--- src/rtl/core/abrm_pkg.sv ---
package abrm_pkg;

    localparam int FRAC_BITS = 12;
    localparam int IN_BITS   = 16;
    localparam int R2_BITS   = 32;
    localparam int D_BITS    = 32;
    localparam int SQ_BITS   = 56;
    localparam int Q_BITS    = 28;
    localparam int UNIT_BITS = 14;
    localparam int NUM_BITS  = 41;
    localparam int ACC_BITS  = 48;

    typedef logic signed [IN_BITS-1:0]   field_t;
    typedef logic signed [UNIT_BITS-1:0] unit_t;

    typedef struct packed {
        unit_t c;
        unit_t s;
        unit_t x;
        unit_t y;
        unit_t z;
    } unit_set_t;

endpackage

--- src/rtl/core/abrm_rdiv.sv ---
// pipelined rounded signed division num / den, ties away from zero
module abrm_rdiv
(
    input  logic                                 clk,
    input  logic                                 en,
    input  logic signed [abrm_pkg::NUM_BITS-1:0] num,
    input  logic        [abrm_pkg::Q_BITS-1:0]   den,
    output abrm_pkg::unit_t                      quo
);
    import abrm_pkg::*;

    // |quotient| <= 4096 so 14 quotient bits suffice
    localparam int STEPS = UNIT_BITS;
    localparam int W     = Q_BITS + 2;

    logic [W-1:0]        rem_w [STEPS+1];
    logic [NUM_BITS-1:0] mag_w [STEPS+1];
    logic [Q_BITS-1:0]   den_w [STEPS+1];
    logic [STEPS-1:0]    q_w   [STEPS+1];
    logic                neg_w [STEPS+1];

    logic [NUM_BITS-1:0] mag0;
    logic [NUM_BITS:0]   mag_r;

    // rounding: (|num| + den/2) / den, shifted by STEPS for the bits we keep
    always_comb
    begin
        mag0  = num[NUM_BITS-1] ? NUM_BITS'(-num) : NUM_BITS'(num);
        mag_r = {1'b0, mag0} + {{(NUM_BITS-Q_BITS+2){1'b0}}, den[Q_BITS-1:1]};
        rem_w[0] = W'(mag_r >> STEPS);
        mag_w[0] = mag_r[NUM_BITS-1:0] << (NUM_BITS - STEPS);
        den_w[0] = den;
        q_w[0]   = '0;
        neg_w[0] = num[NUM_BITS-1];
    end

    for (genvar i = 0; i < STEPS; i++) begin : g_step
        logic [W:0]          sh;
        logic [W:0]          tr;
        logic [W-1:0]        r_q;
        logic [NUM_BITS-1:0] m_q;
        logic [Q_BITS-1:0]   d_q;
        logic [STEPS-1:0]    q_q;
        logic                n_q;

        always_comb
        begin
            sh = {rem_w[i], mag_w[i][NUM_BITS-1]};
            tr = sh - {3'b000, den_w[i]};
        end

        always_ff @(posedge clk)
        begin
            if (en)
            begin
                m_q <= mag_w[i] << 1;
                d_q <= den_w[i];
                n_q <= neg_w[i];
                if (!tr[W])
                begin
                    r_q <= tr[W-1:0];
                    q_q <= {q_w[i][STEPS-2:0], 1'b1};
                end
                else
                begin
                    r_q <= sh[W-1:0];
                    q_q <= {q_w[i][STEPS-2:0], 1'b0};
                end
            end
        end

        assign rem_w[i+1] = r_q;
        assign mag_w[i+1] = m_q;
        assign den_w[i+1] = d_q;
        assign q_w[i+1]   = q_q;
        assign neg_w[i+1] = n_q;
    end

    assign quo = neg_w[STEPS] ? unit_t'(-q_w[STEPS]) : unit_t'(q_w[STEPS]);

endmodule

--- config.mk ---
export PLATFORM = sky130hd
export DESIGN_NAME = abrm_rdiv
export DESIGN_NICKNAME = d
export VERILOG_FILES = /design/src/rtl/core/abrm_pkg.sv /design/src/rtl/core/abrm_rdiv.sv
export SDC_FILE = /design/constraint.sdc
export NUM_CORES = 2
export LEC_CHECK = 0
export BUFFER_PORTS_ARGS = -buffer_cell sky130_fd_sc_hd__buf_2
export CAP_MARGIN = 0
export CORE_AREA = 2 2 421 339
export CTS_BUF_LIST = sky130_fd_sc_hd__clkbuf_8
export CTS_CLUSTER_SIZE = 24
export DETAILED_ROUTE_END_ITERATION = 16
export DIE_AREA = 0 0 423 341
export MAX_ROUTING_LAYER = met4
export PLACE_DENSITY_LB_ADDON = 0.3
export SYNTH_ARGS = -nofsm -noshare
export SYNTH_HDL_FRONTEND = slang
export SYNTH_SLANG_ARGS = --single-unit
--- constraint.sdc ---
create_clock -name clk -period 9.6 [get_ports clk]
set_input_delay 1.44 -clock clk [delete_from_list [all_inputs] [get_ports clk]]
set_output_delay 1.44 -clock clk [all_outputs]
set_load 0.005 [all_outputs]
After elaboration in Yosys (flattened, before gate mapping) --
Cells that the tools add are included.
Word-level totals: word-level logic and storage cells 114, register bits 964, bits of input ports 71
Operators by class: muxes and demuxes 29, add/subtract/negate cells 17
Operators by type and width (number):
- 31-bit by 28-bit subtractor with 31-bit output | 13
- 30-bit two-way mux | 12
- 41-bit by 27-bit adder with 42-bit output | 1
- 41-bit two-way mux | 1
- 41-bit negation | 1
- 29-bit by 28-bit subtractor with 30-bit output | 1
- 29-bit two-way mux | 1
- 1-bit two-way mux | 14
- 14-bit two-way mux | 1
- 14-bit negation | 1

Depth between registers and ports, before layout --
depth after elaboration 5, gate-level depth with buffers 30, depth with buffers taken out 27

Least setup slack after synthesis --
Ideal clock, no wire load.
kind input -> register, start input port num[12] (netlist name), end register g_step[0].r_q[11], data pin, arrival 7.625 ns, data required time 9.340 ns, path slack 1.715 ns, stages 26, library setup time 0.260 ns, path buffers 2, cells stage by stage or4_4 or3_1 or4_1 or2_2 o41ai_1 xnor2_1 ha_1 a21o_1 a21o_1 a21o_1 a31oi_1 o22ai_1 a21oi_1 xnor2_1 ha_1 and3_1 and2_1 a221oi_1 o21ai_0 a31o_2 o221ai_1 a21o_1 clkbuf_1 inv_2 buf_1 mux2_2
On the way: cells in the longest elaborated chain, start to end 5
RTL lines:
- start, declared | RTL line abrm_rdiv.sv:6 | input logic signed [abrm_pkg::NUM_BITS-1:0] num,
- 41-bit negation | RTL line abrm_rdiv.sv:28 | mag0 = num[NUM_BITS-1] ? NUM_BITS'(-num) : NUM_BITS'(num);
- 41-bit two-way mux (*) | RTL line abrm_rdiv.sv:28
- 41-bit by 27-bit adder with 42-bit output (*) | RTL line abrm_rdiv.sv:29 | mag_r = {1'b0, mag0} + {{(NUM_BITS-Q_BITS+2){1'b0}}, den[Q_BITS-1:1]};
- 29-bit by 28-bit subtractor with 30-bit output | RTL line abrm_rdiv.sv:49 | tr = sh - {3'b000, den_w[i]};
- 29-bit two-way mux (*) | RTL line abrm_rdiv.sv:59 | if (!tr[W])
- end signal, assigned | RTL line abrm_rdiv.sv:61 | r_q <= tr[W-1:0];
- end signal, assigned | RTL line abrm_rdiv.sv:66 | r_q <= sh[W-1:0];
- end, declared | RTL line abrm_rdiv.sv:40 | logic [W-1:0] r_q;
Every way passes the cells marked *; elsewhere a longest branch is shown, timed or not. A chain may end at the register's enable or synchronous reset.

Final worst setup path --
start input port num[12] (netlist name), end register g_step[0].r_q[10], data pin
The elaborated chain is that of the path after synthesis.

==> results.cfg <==
[timing]
setup_tns_ps = 0
period_needed_ps = 7770
fmax_ghz = 0.129
skew_ps = 40.2
rsz0062_at_grt = false
drv_slew = 0
hold_viol = 0
slew_headroom = 0.252
setup_slack_ps = 1830
setup_violations = 0
tightest_slew_ps = 1090
period_share = 0.809

[synthesis]
syn_inst = 4733
synth_flop_cell = edfxtp_1
syn_avg_cell_area_um2 = 11.8
ys_warn_count = 0
synth_seq_cells = 964
synth-edff-count = 964
syn_area_um2 = 55800
synth_cell_types = 83
syn-num-nets = 5238
synthArstFlopShare = 0
seq_area_frac_synth = 0.519

[finish]
fin_nets = 5430
num-fill-cells = 12988
syn2layout_area_growth_pct = 10.2
drive_above_1_share = 0.132

[grt]
grt_util_all_layers = 0.147
grt_max_degree = 185
grt_first_pass_wirelength_um = 171000
grt_overflow_total = 0
antenna_found_initial = 1
grt_pass1_vias = 35055

[clocking]
clkSinkCount = 964
post_cts_resize_count = 0
cts_setup_buffers = 0
ctsHoldBuffers = 0
cts_inserted_buffers = 157
clkLatencyLatePin_ps = 850
cts_tree = yes
clkTransAtPathRegs_ps = 60
cts_buffer_depth = 3
cts_root_buf = clkbuf_8
h-tree-depth = 4

[critical_path]
critPathKind = primary input to flop
worstPathRequired_ps = 10180
start_kind = primary input
cp.arrival_ps = 8340
critPathMaxFanout = 26
worstSetupEndpointType = flop

[placed_design]
port_buffers = 84
place_congestion = 0.880
place_ws_ps = 957
dpl.hpwl_um = 75600

[power_and_ir_drop]
power_density_nw_per_um2 = 306
ir_worst_vdd_v = 0.000136
p_leak_nw = 24.8
p_total_mw = 18.8

[floorplan]
dieArea_um2 = 144000
die_y_um = 341
die_w_um = 423
pin_count = 85
core_area_um2 = 140000
rows = 123
start_util = 0.398

[routing]
ant_nets = 0
first_pass_iters = 5
num_vias = 35136
drc_errors = 0
vias_per_cell = 5.07
wl_per_cell_um = 14.8
routed_wl_um = 103000
drt_iter0_markers = 1710

[status]
outcome = completed

[hold_path]
min_path_type = flop to flop

[run]
max-cap-violations = 0
## cell usage in the layout (no fill, tap or decap), drive strengths merged, types with 14 or more instances in the layout
cell type,count
edfxtp,964
inv,555
ha,420
a21oi,321
mux2,310
xnor2,269
nor2,268
o21ai,200
nand2,196
a21o,176
clkbuf,159
xor2,124
buf,107
o21a,78
nand2b,72
nand3,62
clkinv,56
nor3,54
a211oi,53
nor2b,44
o21bai,43
o31ai,37
mux2i,30
nand4,29
a31oi,28
or3,27
and3,25
and2,21
o211ai,20
o41ai,19
nand3b,18
nor4,18
or2,17
o31a,15
a2111oi,15
or4,15
a21boi,14
fa,14
## stage by stage
stage	hold slack [ps]	cells	area, um2	util
floorplan	400	4733	55800	-
global placement	402	6641	58600	0.418
detailed placement	405	6641	58600	0.418
CTS	401	6920	61400	0.438
global route	405	6921	61400	0.438
finish	406	6925	61400	0.439
## logic make-up (layout without fill, tap and decap cells)
logic type,count (synthesis),after routing,share of synthesized area
DFF,964,964,0.519
adders and majority gates,434,434,0.0993
buffers and inverters,571,883,0.0387
other,1,6,0.0000673
and+or+nand+nor,895,895,0.0798
AOI/OAI and AO/OA,1135,1135,0.133
xor gates and xnor gates,393,393,0.0617
muxes,340,340,0.0680
## routing by layer
metal	wire, um	global-route usage	part of all wire
met4	3580	0.0629	0.035
met2	47600	0.238	0.46
met3	3740	0.0238	0.036
met5	0	-	0
met1	47600	0.182	0.46
## path summary, 6_finish.rpt
path,start,endpoint,slack (ps),cells after the start
setup / recovery,num[12],g_step[0].r_q[10]$_DFFE_PP_,1830,26
hold / removal,g_step[6].m_q[36]$_DFFE_PP_,g_step[7].m_q[37]$_DFFE_PP_,410,0
hold reg to reg,g_step[6].m_q[36]$_DFFE_PP_,g_step[7].m_q[37]$_DFFE_PP_,410,0
setup reg to reg,g_step[11].m_q[40]$_DFFE_PP_,g_step[12].r_q[15]$_DFFE_PP_,4660,14
## Yosys cell counts (30+ instances only)
| cell | count | share of area |
|---|---|---|
| nand3_1 | 62 | 0.0056 |
| nand2b_1 | 72 | 0.0081 |
| a21oi_1 | 321 | 0.029 |
| nand2_1 | 196 | 0.013 |
| a211oi_1 | 53 | 0.0071 |
| o21bai_1 | 43 | 0.0058 |
| nor3_1 | 54 | 0.0048 |
| inv_1 | 496 | 0.033 |
| o21ai_0 | 200 | 0.018 |
| o21a_1 | 78 | 0.011 |
| edfxtp_1 | 964 | 0.52 |
| nor2_1 | 268 | 0.018 |
| ha_1 | 420 | 0.094 |
| mux2i_1 | 30 | 0.0054 |
| a21o_1 | 176 | 0.024 |
| clkbuf_1 | 54 | 0.0036 |
| xnor2_1 | 269 | 0.042 |
| mux2_2 | 310 | 0.063 |
| nor2b_1 | 44 | 0.0049 |
| xor2_1 | 124 | 0.019 |
| o31ai_1 | 37 | 0.0050 |
## worst max-delay path, cell delays in order
cell and delay [ps]:
buf_2 120, or4_4 550, or3_1 350, or4_1 500
or2_2 330, o21ai_0 200, xnor2_1 170, ha_1 320
and3_1 230, and2_1 170, a31o_2 280, a31oi_1 340
o22ai_1 120, a21oi_1 180, xnor2_1 170, ha_1 320
and3_1 220, and2_1 170, a221oi_1 260, o21ai_0 260
a31o_2 360, o221ai_1 310, a21o_1 160, buf_4 180
inv_2 240, mux2_2 360
## sequential cells by signal, indices dropped and copies added (netlist names)
name	count
g_step.q_q	105
g_step.n_q	14
g_step.m_q	91
g_step.r_q	390
g_step.d_q	364
## power by group
group          switching (mW)  internal (mW)
Combinational            4.45           4.27
Clock                    1.63           1.64
Sequential              0.598           6.23
## area by class of cell
type                            instances  area, um2  share of cell area
Sequential cell                       964      28900               0.471
Multi-Input combinational cell       3198      24700               0.403
Tap cell                             1875       2350              0.0382
Clock buffer                          159       2190              0.0356
Inverter                              497       1870              0.0304
Clock inverter                        120        656              0.0107
Timing Repair Buffer                  107        653              0.0106
Antenna cell                            5       12.5            0.000204
Note: power is estimated with default switching activity, not from simulation.
