$ cat src/rtl/core/abrm_pkg.sv
package abrm_pkg;

    localparam int FRAC_BITS = 12;
    localparam int IN_BITS   = 16;
    localparam int R2_BITS   = 32;
    localparam int D_BITS    = 32;
    localparam int SQ_BITS   = 56;
    localparam int Q_BITS    = 28;
    localparam int UNIT_BITS = 14;
    localparam int NUM_BITS  = 41;
    localparam int ACC_BITS  = 48;

    typedef logic signed [IN_BITS-1:0]   field_t;
    typedef logic signed [UNIT_BITS-1:0] unit_t;

    typedef struct packed {
        unit_t c;
        unit_t s;
        unit_t x;
        unit_t y;
        unit_t z;
    } unit_set_t;

endpackage

$ cat src/rtl/core/abrm_entry.sv
// one matrix entry: uu*4096 + c*(diag - uu) + s*k*4096, rounded and saturated
module abrm_entry #(
    parameter int WORD_BITS = 16
)
(
    input  logic            clk,
    input  logic            en,
    input  abrm_pkg::unit_t ui,
    input  abrm_pkg::unit_t uj,
    input  logic            diag,
    input  abrm_pkg::unit_t c,
    input  abrm_pkg::unit_t s,
    input  abrm_pkg::unit_t k,
    output abrm_pkg::field_t res
);
    import abrm_pkg::*;

    logic signed [27:0] uu_reg, sk_reg;
    logic signed [UNIT_BITS-1:0] c1_reg;
    logic signed [28:0] dm;
    logic signed [ACC_BITS-1:0] acc_reg;
    logic signed [ACC_BITS-1:0] acc_next;
    logic [ACC_BITS-1:0] mag;
    logic [ACC_BITS-1:0] rq;
    logic signed [ACC_BITS-1:0] v;
    logic signed [ACC_BITS-1:0] hi, lo;
    field_t res_reg;

    // stage 1: products of unit parts
    always_ff @(posedge clk)
    begin
        if (en)
        begin
            uu_reg <= 28'(ui * uj);
            sk_reg <= 28'(s * k);
            c1_reg <= c;
        end
    end

    // stage 2: combine in Q.36
    always_comb
    begin
        dm = (diag ? 29'sd16777216 : 29'sd0) - 29'(uu_reg);
        acc_next = (ACC_BITS'(uu_reg) <<< 12) + ACC_BITS'(c1_reg * dm)
                   + (ACC_BITS'(sk_reg) <<< 12);
    end

    always_ff @(posedge clk)
    begin
        if (en)
            acc_reg <= acc_next;
    end

    // stage 3: round half away from zero, saturate
    always_comb
    begin
        hi  = ACC_BITS'((64'sd1 <<< (WORD_BITS - 1)) - 1);
        lo  = -hi - 1;
        mag = acc_reg[ACC_BITS-1] ? ACC_BITS'(-acc_reg) : ACC_BITS'(acc_reg);
        rq  = (mag + (ACC_BITS'(1) << 23)) >> 24;
        v   = acc_reg[ACC_BITS-1] ? -$signed(rq) : $signed(rq);
        if (v > hi)
            v = hi;
        if (v < lo)
            v = lo;
    end

    always_ff @(posedge clk)
    begin
        if (en)
            res_reg <= v[IN_BITS-1:0];
    end

    assign res = res_reg;

endmodule

$ cat config.mk
export PLATFORM = sky130hd
export DESIGN_NAME = abrm_entry
export DESIGN_NICKNAME = d
export VERILOG_FILES = /design/src/rtl/core/abrm_pkg.sv /design/src/rtl/core/abrm_entry.sv
export SDC_FILE = /design/constraint.sdc
export NUM_CORES = 2
export LEC_CHECK = 0
export BUFFER_PORTS_ARGS = -buffer_cell sky130_fd_sc_hd__buf_2
export CORE_MARGIN = 2
export CORE_UTILIZATION = 60
export CTS_BUF_LIST = sky130_fd_sc_hd__clkbuf_8
export DETAILED_ROUTE_END_ITERATION = 16
export PLACE_DENSITY = 0.77
export SYNTH_ARGS = -nofsm -noshare
export SYNTH_HDL_FRONTEND = slang
export SYNTH_SLANG_ARGS = --single-unit
$ cat constraint.sdc
create_clock -name clk -period 24.6 [get_ports clk]
set_input_delay 4.92 -clock clk [delete_from_list [all_inputs] [get_ports clk]]
set_output_delay 4.92 -clock clk [all_outputs]
set_load 0.1 [all_outputs]
# --- Yosys cells after proc, flatten, opt, wreduce, memory -nomap -nowiden ---
# Cells that the tools add are included.
classes:
  add_sub_neg: 6
  n_mul: 3
  div_mod_pow: 0
  order_cmp: 2
  n_eq_ne: 0
  shift: 0
  muxes: 4
  bitwise: 0
  reduce_logical: 0
op_table:
  columns: ["op", "count"]
  rows:
  - ["$mux W48", 3]
  - ["$mul A14 B14 Y28", 2]
  - ["$add A48 B24 Y48 const B", 1]
  - ["$gt A48 B16 Y1 const B", 1]
  - ["$lt A48 B16 Y1 const B", 1]
  - ["$neg A24 Y48", 1]
  - ["$neg A48 Y48", 1]
  - ["$add A44 B40 Y45", 1]
  - ["$add A40 B43 Y44", 1]
  - ["$mul A14 B29 Y43", 1]
  - ["$sub A26 B28 Y29", 1]
  - ["$mux W25", 1]
totals:
  regBits: 134
  latch_bits: 0
  mem_bits_rw: 0
  rom_bits: 0
  inputBits: 73
  output_inout_bits: 16
  word_cells: 20
  n_memories: 0

# --- Longest topological paths before layout ---
logic_depth:
  depth_word: 8
  mapped_depth: 32
  mapped_depth_nobuf: 30

# --- Worst setup path before layout ---
# OpenSTA, ideal clock, no wires.
synth_timing:
  kind: "input port to flip-flop"
  startpoint: "in diag"
  endpoint: "reg acc_reg[46], data pin"
  setup_time_ns: 0.260
  arrival_time_ns: 11.344
  required_time_ns: 24.340
  slack_ns: 12.996
  path_stages: 26
  n_path_buf: 1
  cell_sequence: "ha_1 a41oi_1 nor2_1 a21oi_1 clkbuf_1 nand2_1 inv_1 fa_1 fa_1 inv_1 fa_1 fa_1 fa_1 inv_1 fa_1 ha_1 nand3_1 nor2_1 nand2_1 o221ai_1 nand2_1 o21ai_0 o41ai_1 o2111ai_1 a21oi_1 xnor2_1"
synth_via:
  elab_chain_len: 5
synth_rtl:
  columns: ["element", "line_no", "rtl"]
  rows:
  - ["start: declaration", "abrm_entry.sv:10", "input logic diag,"]
  - ["$mux W25", "abrm_entry.sv:43", "dm = (diag ? 29'sd16777216 : 29'sd0) - 29'(uu_reg);"]
  - ["$sub A26 B28 Y29", "abrm_entry.sv:43", null]
  - ["$mul A14 B29 Y43", "abrm_entry.sv:44", "acc_next = (ACC_BITS'(uu_reg) <<< 12) + ACC_BITS'(c1_reg * dm)"]
  - ["$add A40 B43 Y44", "abrm_entry.sv:44", null]
  - ["$add A44 B40 Y45", "abrm_entry.sv:45", "+ (ACC_BITS'(sk_reg) <<< 12);"]
  - ["net acc_next[44]", "abrm_entry.sv:22", "logic signed [ACC_BITS-1:0] acc_next;"]
  - ["end signal: assignment", "abrm_entry.sv:51", "acc_reg <= acc_next;"]
  - ["end: declaration", "abrm_entry.sv:21", "logic signed [ACC_BITS-1:0] acc_reg;"]
# The timed path passes the listed nets, and every way through them passes these cells.
# A chain may end at the register's enable or synchronous reset.

# --- Final worst setup path ---
# Ends and elaborated chain as after synthesis.

==> run summary <==
CP max stage delay = 0.75 ns
worst flop-to-flop path startpoint = uu_reg[8]$_DFFE_PP_
clk sinks = 131
RSZ-0062 raised after global routing = false
Bufs and invs on worst path = 4
RR Endpoint = acc_reg[46]$_DFFE_PP_
Top Ports = 89
first-pass GRT wire length = 141 mm
Routability Congestion = 0.890
PortBufs = 88
CP Depth = 26
Hold Fails Final Rpt = 0
final period utilization = 50.2%
fraction of layout cells with a size suffix above 1 = 5.40%
fin nets = 4968
routed vias/inst = 5.63
Total Routing Usage GR = 28.1%
Worst Setup EP = acc_reg[46]$_DFFE_PP_
Total Neg Setup Slack = 0 ns
Mapped Area = 0.0370 mm²
FILL cells = 5061
Post-route DRC = 0
Slew Viols, Final = 0
Syn Inst Count = 3811
Core Area = 0.0614 mm²
Hold-fix buffers, CTS = 0
via count = 25914
wirelength, routed = 83.4 mm
Clock Skew = 0.0218 ns
die width = 252 µm
CP max FO = 14
1st-iter DRT viols = 1674
Worst setup EP type = flop
CTS tree = done
number of global-route vias before repair = 28159
slowest CP cell = a21oi_1
crit path kind = primary input to flop
clk_lat worst skew = 0.50 ns
#FFs+latches synth = 131
Syn Area/Cell = 9.72 µm²
Antenna Nets Post-Route = 0
post-detail-place hpwl = 67.8 mm
sequential share of the synthesized area = 10.6%
area grow syn2layout = 4.18%
Ys Warns = 0
Starting Density = 60.3%
Final Critical Period = 12.36 ns
Setup Fix Bufs, Post-CTS = 0
routed len/inst = 18.1 µm
status = complete, no violations
Worst-Margin Slew = 1.17 ns
most frequent CP cell = fa_1
iteration count of the initial detailed-routing pass = 7
largest net degree at the start of global routing = 68
Clock Tree Root = clkbuf_8
initial antenna violation count = 1
crit-path leading delay family = adder cells
CTS HTree Levels = 4
R2R Setup Slk = 14.57 ns
Max-slew headroom = 21.5%
Peak Freq = 0.0809 GHz
Worst Setup Start Kind = primary input
die area = 0.0637 mm²
Post-synth EDFFs = 131
MaxCap Viol Count = 0
library cells used by synthesis = 81
Gates resized, CTS repair = 0
CP arrival = 12.62 ns
origin of the worst setup path = diag
Critical Path RT = 24.86 ns
GR Overflow Total = 0
number of flip-flops in the largest register = 45
Post-synth top flop = edfxtp_1
Cell Rows = 91
Post-synth ARST share = 0%
Die Ht = 252 µm
syn nets = 4978
cts bufs inserted = 17
R2R depth = 28
Hold Path Class = flop to flop
clk buf depth = 2
clock slew at reported path FFs = 0.09 ns
Final Setup Violations = 0
==> per-layer routing <==
metal	up-vias	global-route usage, %	part of all wire (%)
li1	11659	-	-
met1	13229	36.3	40
met2	893	49.6	51
met3	133	4.43	6.9
met4	0	7.37	2.2
met5	-	0	0
==> metrics by stage <==
step	cells	util (%)	hold WS [ns]	setup slack, ns	cell area [µm²]
6_report	4604	62.9	0.920	12.24	38600
5_1_grt	4604	62.9	0.939	11.70	38600
4_1_cts	4603	62.9	0.879	12.28	38600
3_5_place_dp	4572	62.2	0.844	11.74	38200
3_3_place_gp	4572	62.2	0.831	11.88	38200
2_1_floorplan	3811	-	0.754	13.00	37000
==> Yosys cell counts, drive strengths merged (5+ instances only) <==
library cell  number  area (µm²)
o31a               5        43.8
mux2               5        60.1
nor3              54         295
o21bai            12        90.1
xor2              34         305
or4                5        41.3
nand2            497        1870
nor2             104         390
o21a              10        75.1
and2             323        2020
nor4              23         189
a21o              25         188
a41oi              5        62.6
nand3             34         170
fa               837       16800
or2               13        81.3
buf                9        50.0
a31oi             18         113
and3              13        81.3
nand4             13        96.3
mux2i              6        60.1
edfxtp           131        3930
o211ai            11        82.6
nand2b            62         388
or3               22         143
ha               257        3220
a31o               5        43.8
clkbuf           146         548
xnor2            133        1160
a21oi             80         400
o31ai             12        90.1
o41ai              7        76.3
a211oi            17         133
nor2b             16         100
o21ai             55         279
inv              756        2840
==> final cells by class <==
| cell class | count | area [µm²] | area share (%) |
|---|---|---|---|
| antenna | 1 | 2.50 | 0.00649 |
| multi-input combinational | 2769 | 29700 | 77.0 |
| tap | 790 | 988 | 2.56 |
| inverter | 756 | 2840 | 7.35 |
| clock buffer | 17 | 234 | 0.606 |
| clock inverter | 14 | 151 | 0.392 |
| timing repair buffer | 126 | 732 | 1.90 |
| sequential | 131 | 3930 | 10.2 |
==> worst min path at each step <==
stage / to / startpoint / depth (start not counted)
after global placement: res[13]$_SDFFCE_PP0P_ / acc_reg[37]$_DFFE_PP_ / 2
final: res[13]$_SDFFCE_PP0P_ / acc_reg[37]$_DFFE_PP_ / 2
after CTS: res[13]$_SDFFCE_PP0P_ / acc_reg[37]$_DFFE_PP_ / 2
after detailed placement: res[13]$_SDFFCE_PP0P_ / acc_reg[37]$_DFFE_PP_ / 2
after global routing: res[13]$_SDFFCE_PP0P_ / acc_reg[37]$_DFFE_PP_ / 2
after floorplan: acc_reg[0]$_DFFE_PP_ / c1_reg[0]$_DFFE_PP_ / 2
==> cell usage in the layout, fill, tap and decap left out, types with 5 or more instances in the layout <==
master,synthesis,layout
a21oi_1,80,80
xnor2_1,133,129
nand2_1,497,497
buf_4,0,38
a31o_2,5,5
and3_1,13,13
o211ai_1,11,11
nand4_1,12,12
nand3_1,34,34
clkbuf_8,0,17
and2_1,322,322
nor3_1,49,49
nand2b_1,62,62
or3_1,21,21
o21ai_0,52,52
o21a_1,10,10
buf_2,1,87
or2_2,13,13
o31a_1,5,5
a31oi_1,18,18
xor2_1,33,32
o21bai_1,12,12
edfxtp_1,131,131
fa_1,837,837
ha_1,257,257
nor4_1,20,20
nor3_2,5,5
o31ai_1,12,12
nor2b_1,16,16
a21o_1,25,25
a211oi_1,16,16
inv_6,0,5
inv_1,756,756
mux2i_1,6,6
o41ai_1,5,5
nor2_1,104,104
==> cell families (layout without fill, tap and decap cells) <==
kind of cell | Yosys count | in the layout | synth area share [%]
AND/OR/NAND/NOR | 1194 | 1194 | 16.2
XOR/XNOR | 168 | 168 | 4.03
flip-flops | 131 | 131 | 10.6
other | 0 | 1 | 0
multiplexers | 11 | 11 | 0.324
AO/OA/AOI/OAI | 302 | 302 | 5.66
adder cells (fa/ha/maj) | 1094 | 1094 | 53.9
buffers and inverters | 911 | 913 | 9.28
==> worst register-to-register path, delay by kind of cell, from the launching register on <==
family / cells / cell delay (ns)
buffers and inverters: 3 / 0.38
adder cells (fa/ha/maj): 7 / 3.32
flip-flops: 1 / 0.51
XOR/XNOR: 2 / 0.24
AO/OA/AOI/OAI: 10 / 2.99
AND/OR/NAND/NOR: 6 / 2.36
Power is not shown: default switching activity piles up to over one toggle a cycle in this logic, so the estimate is an artifact.
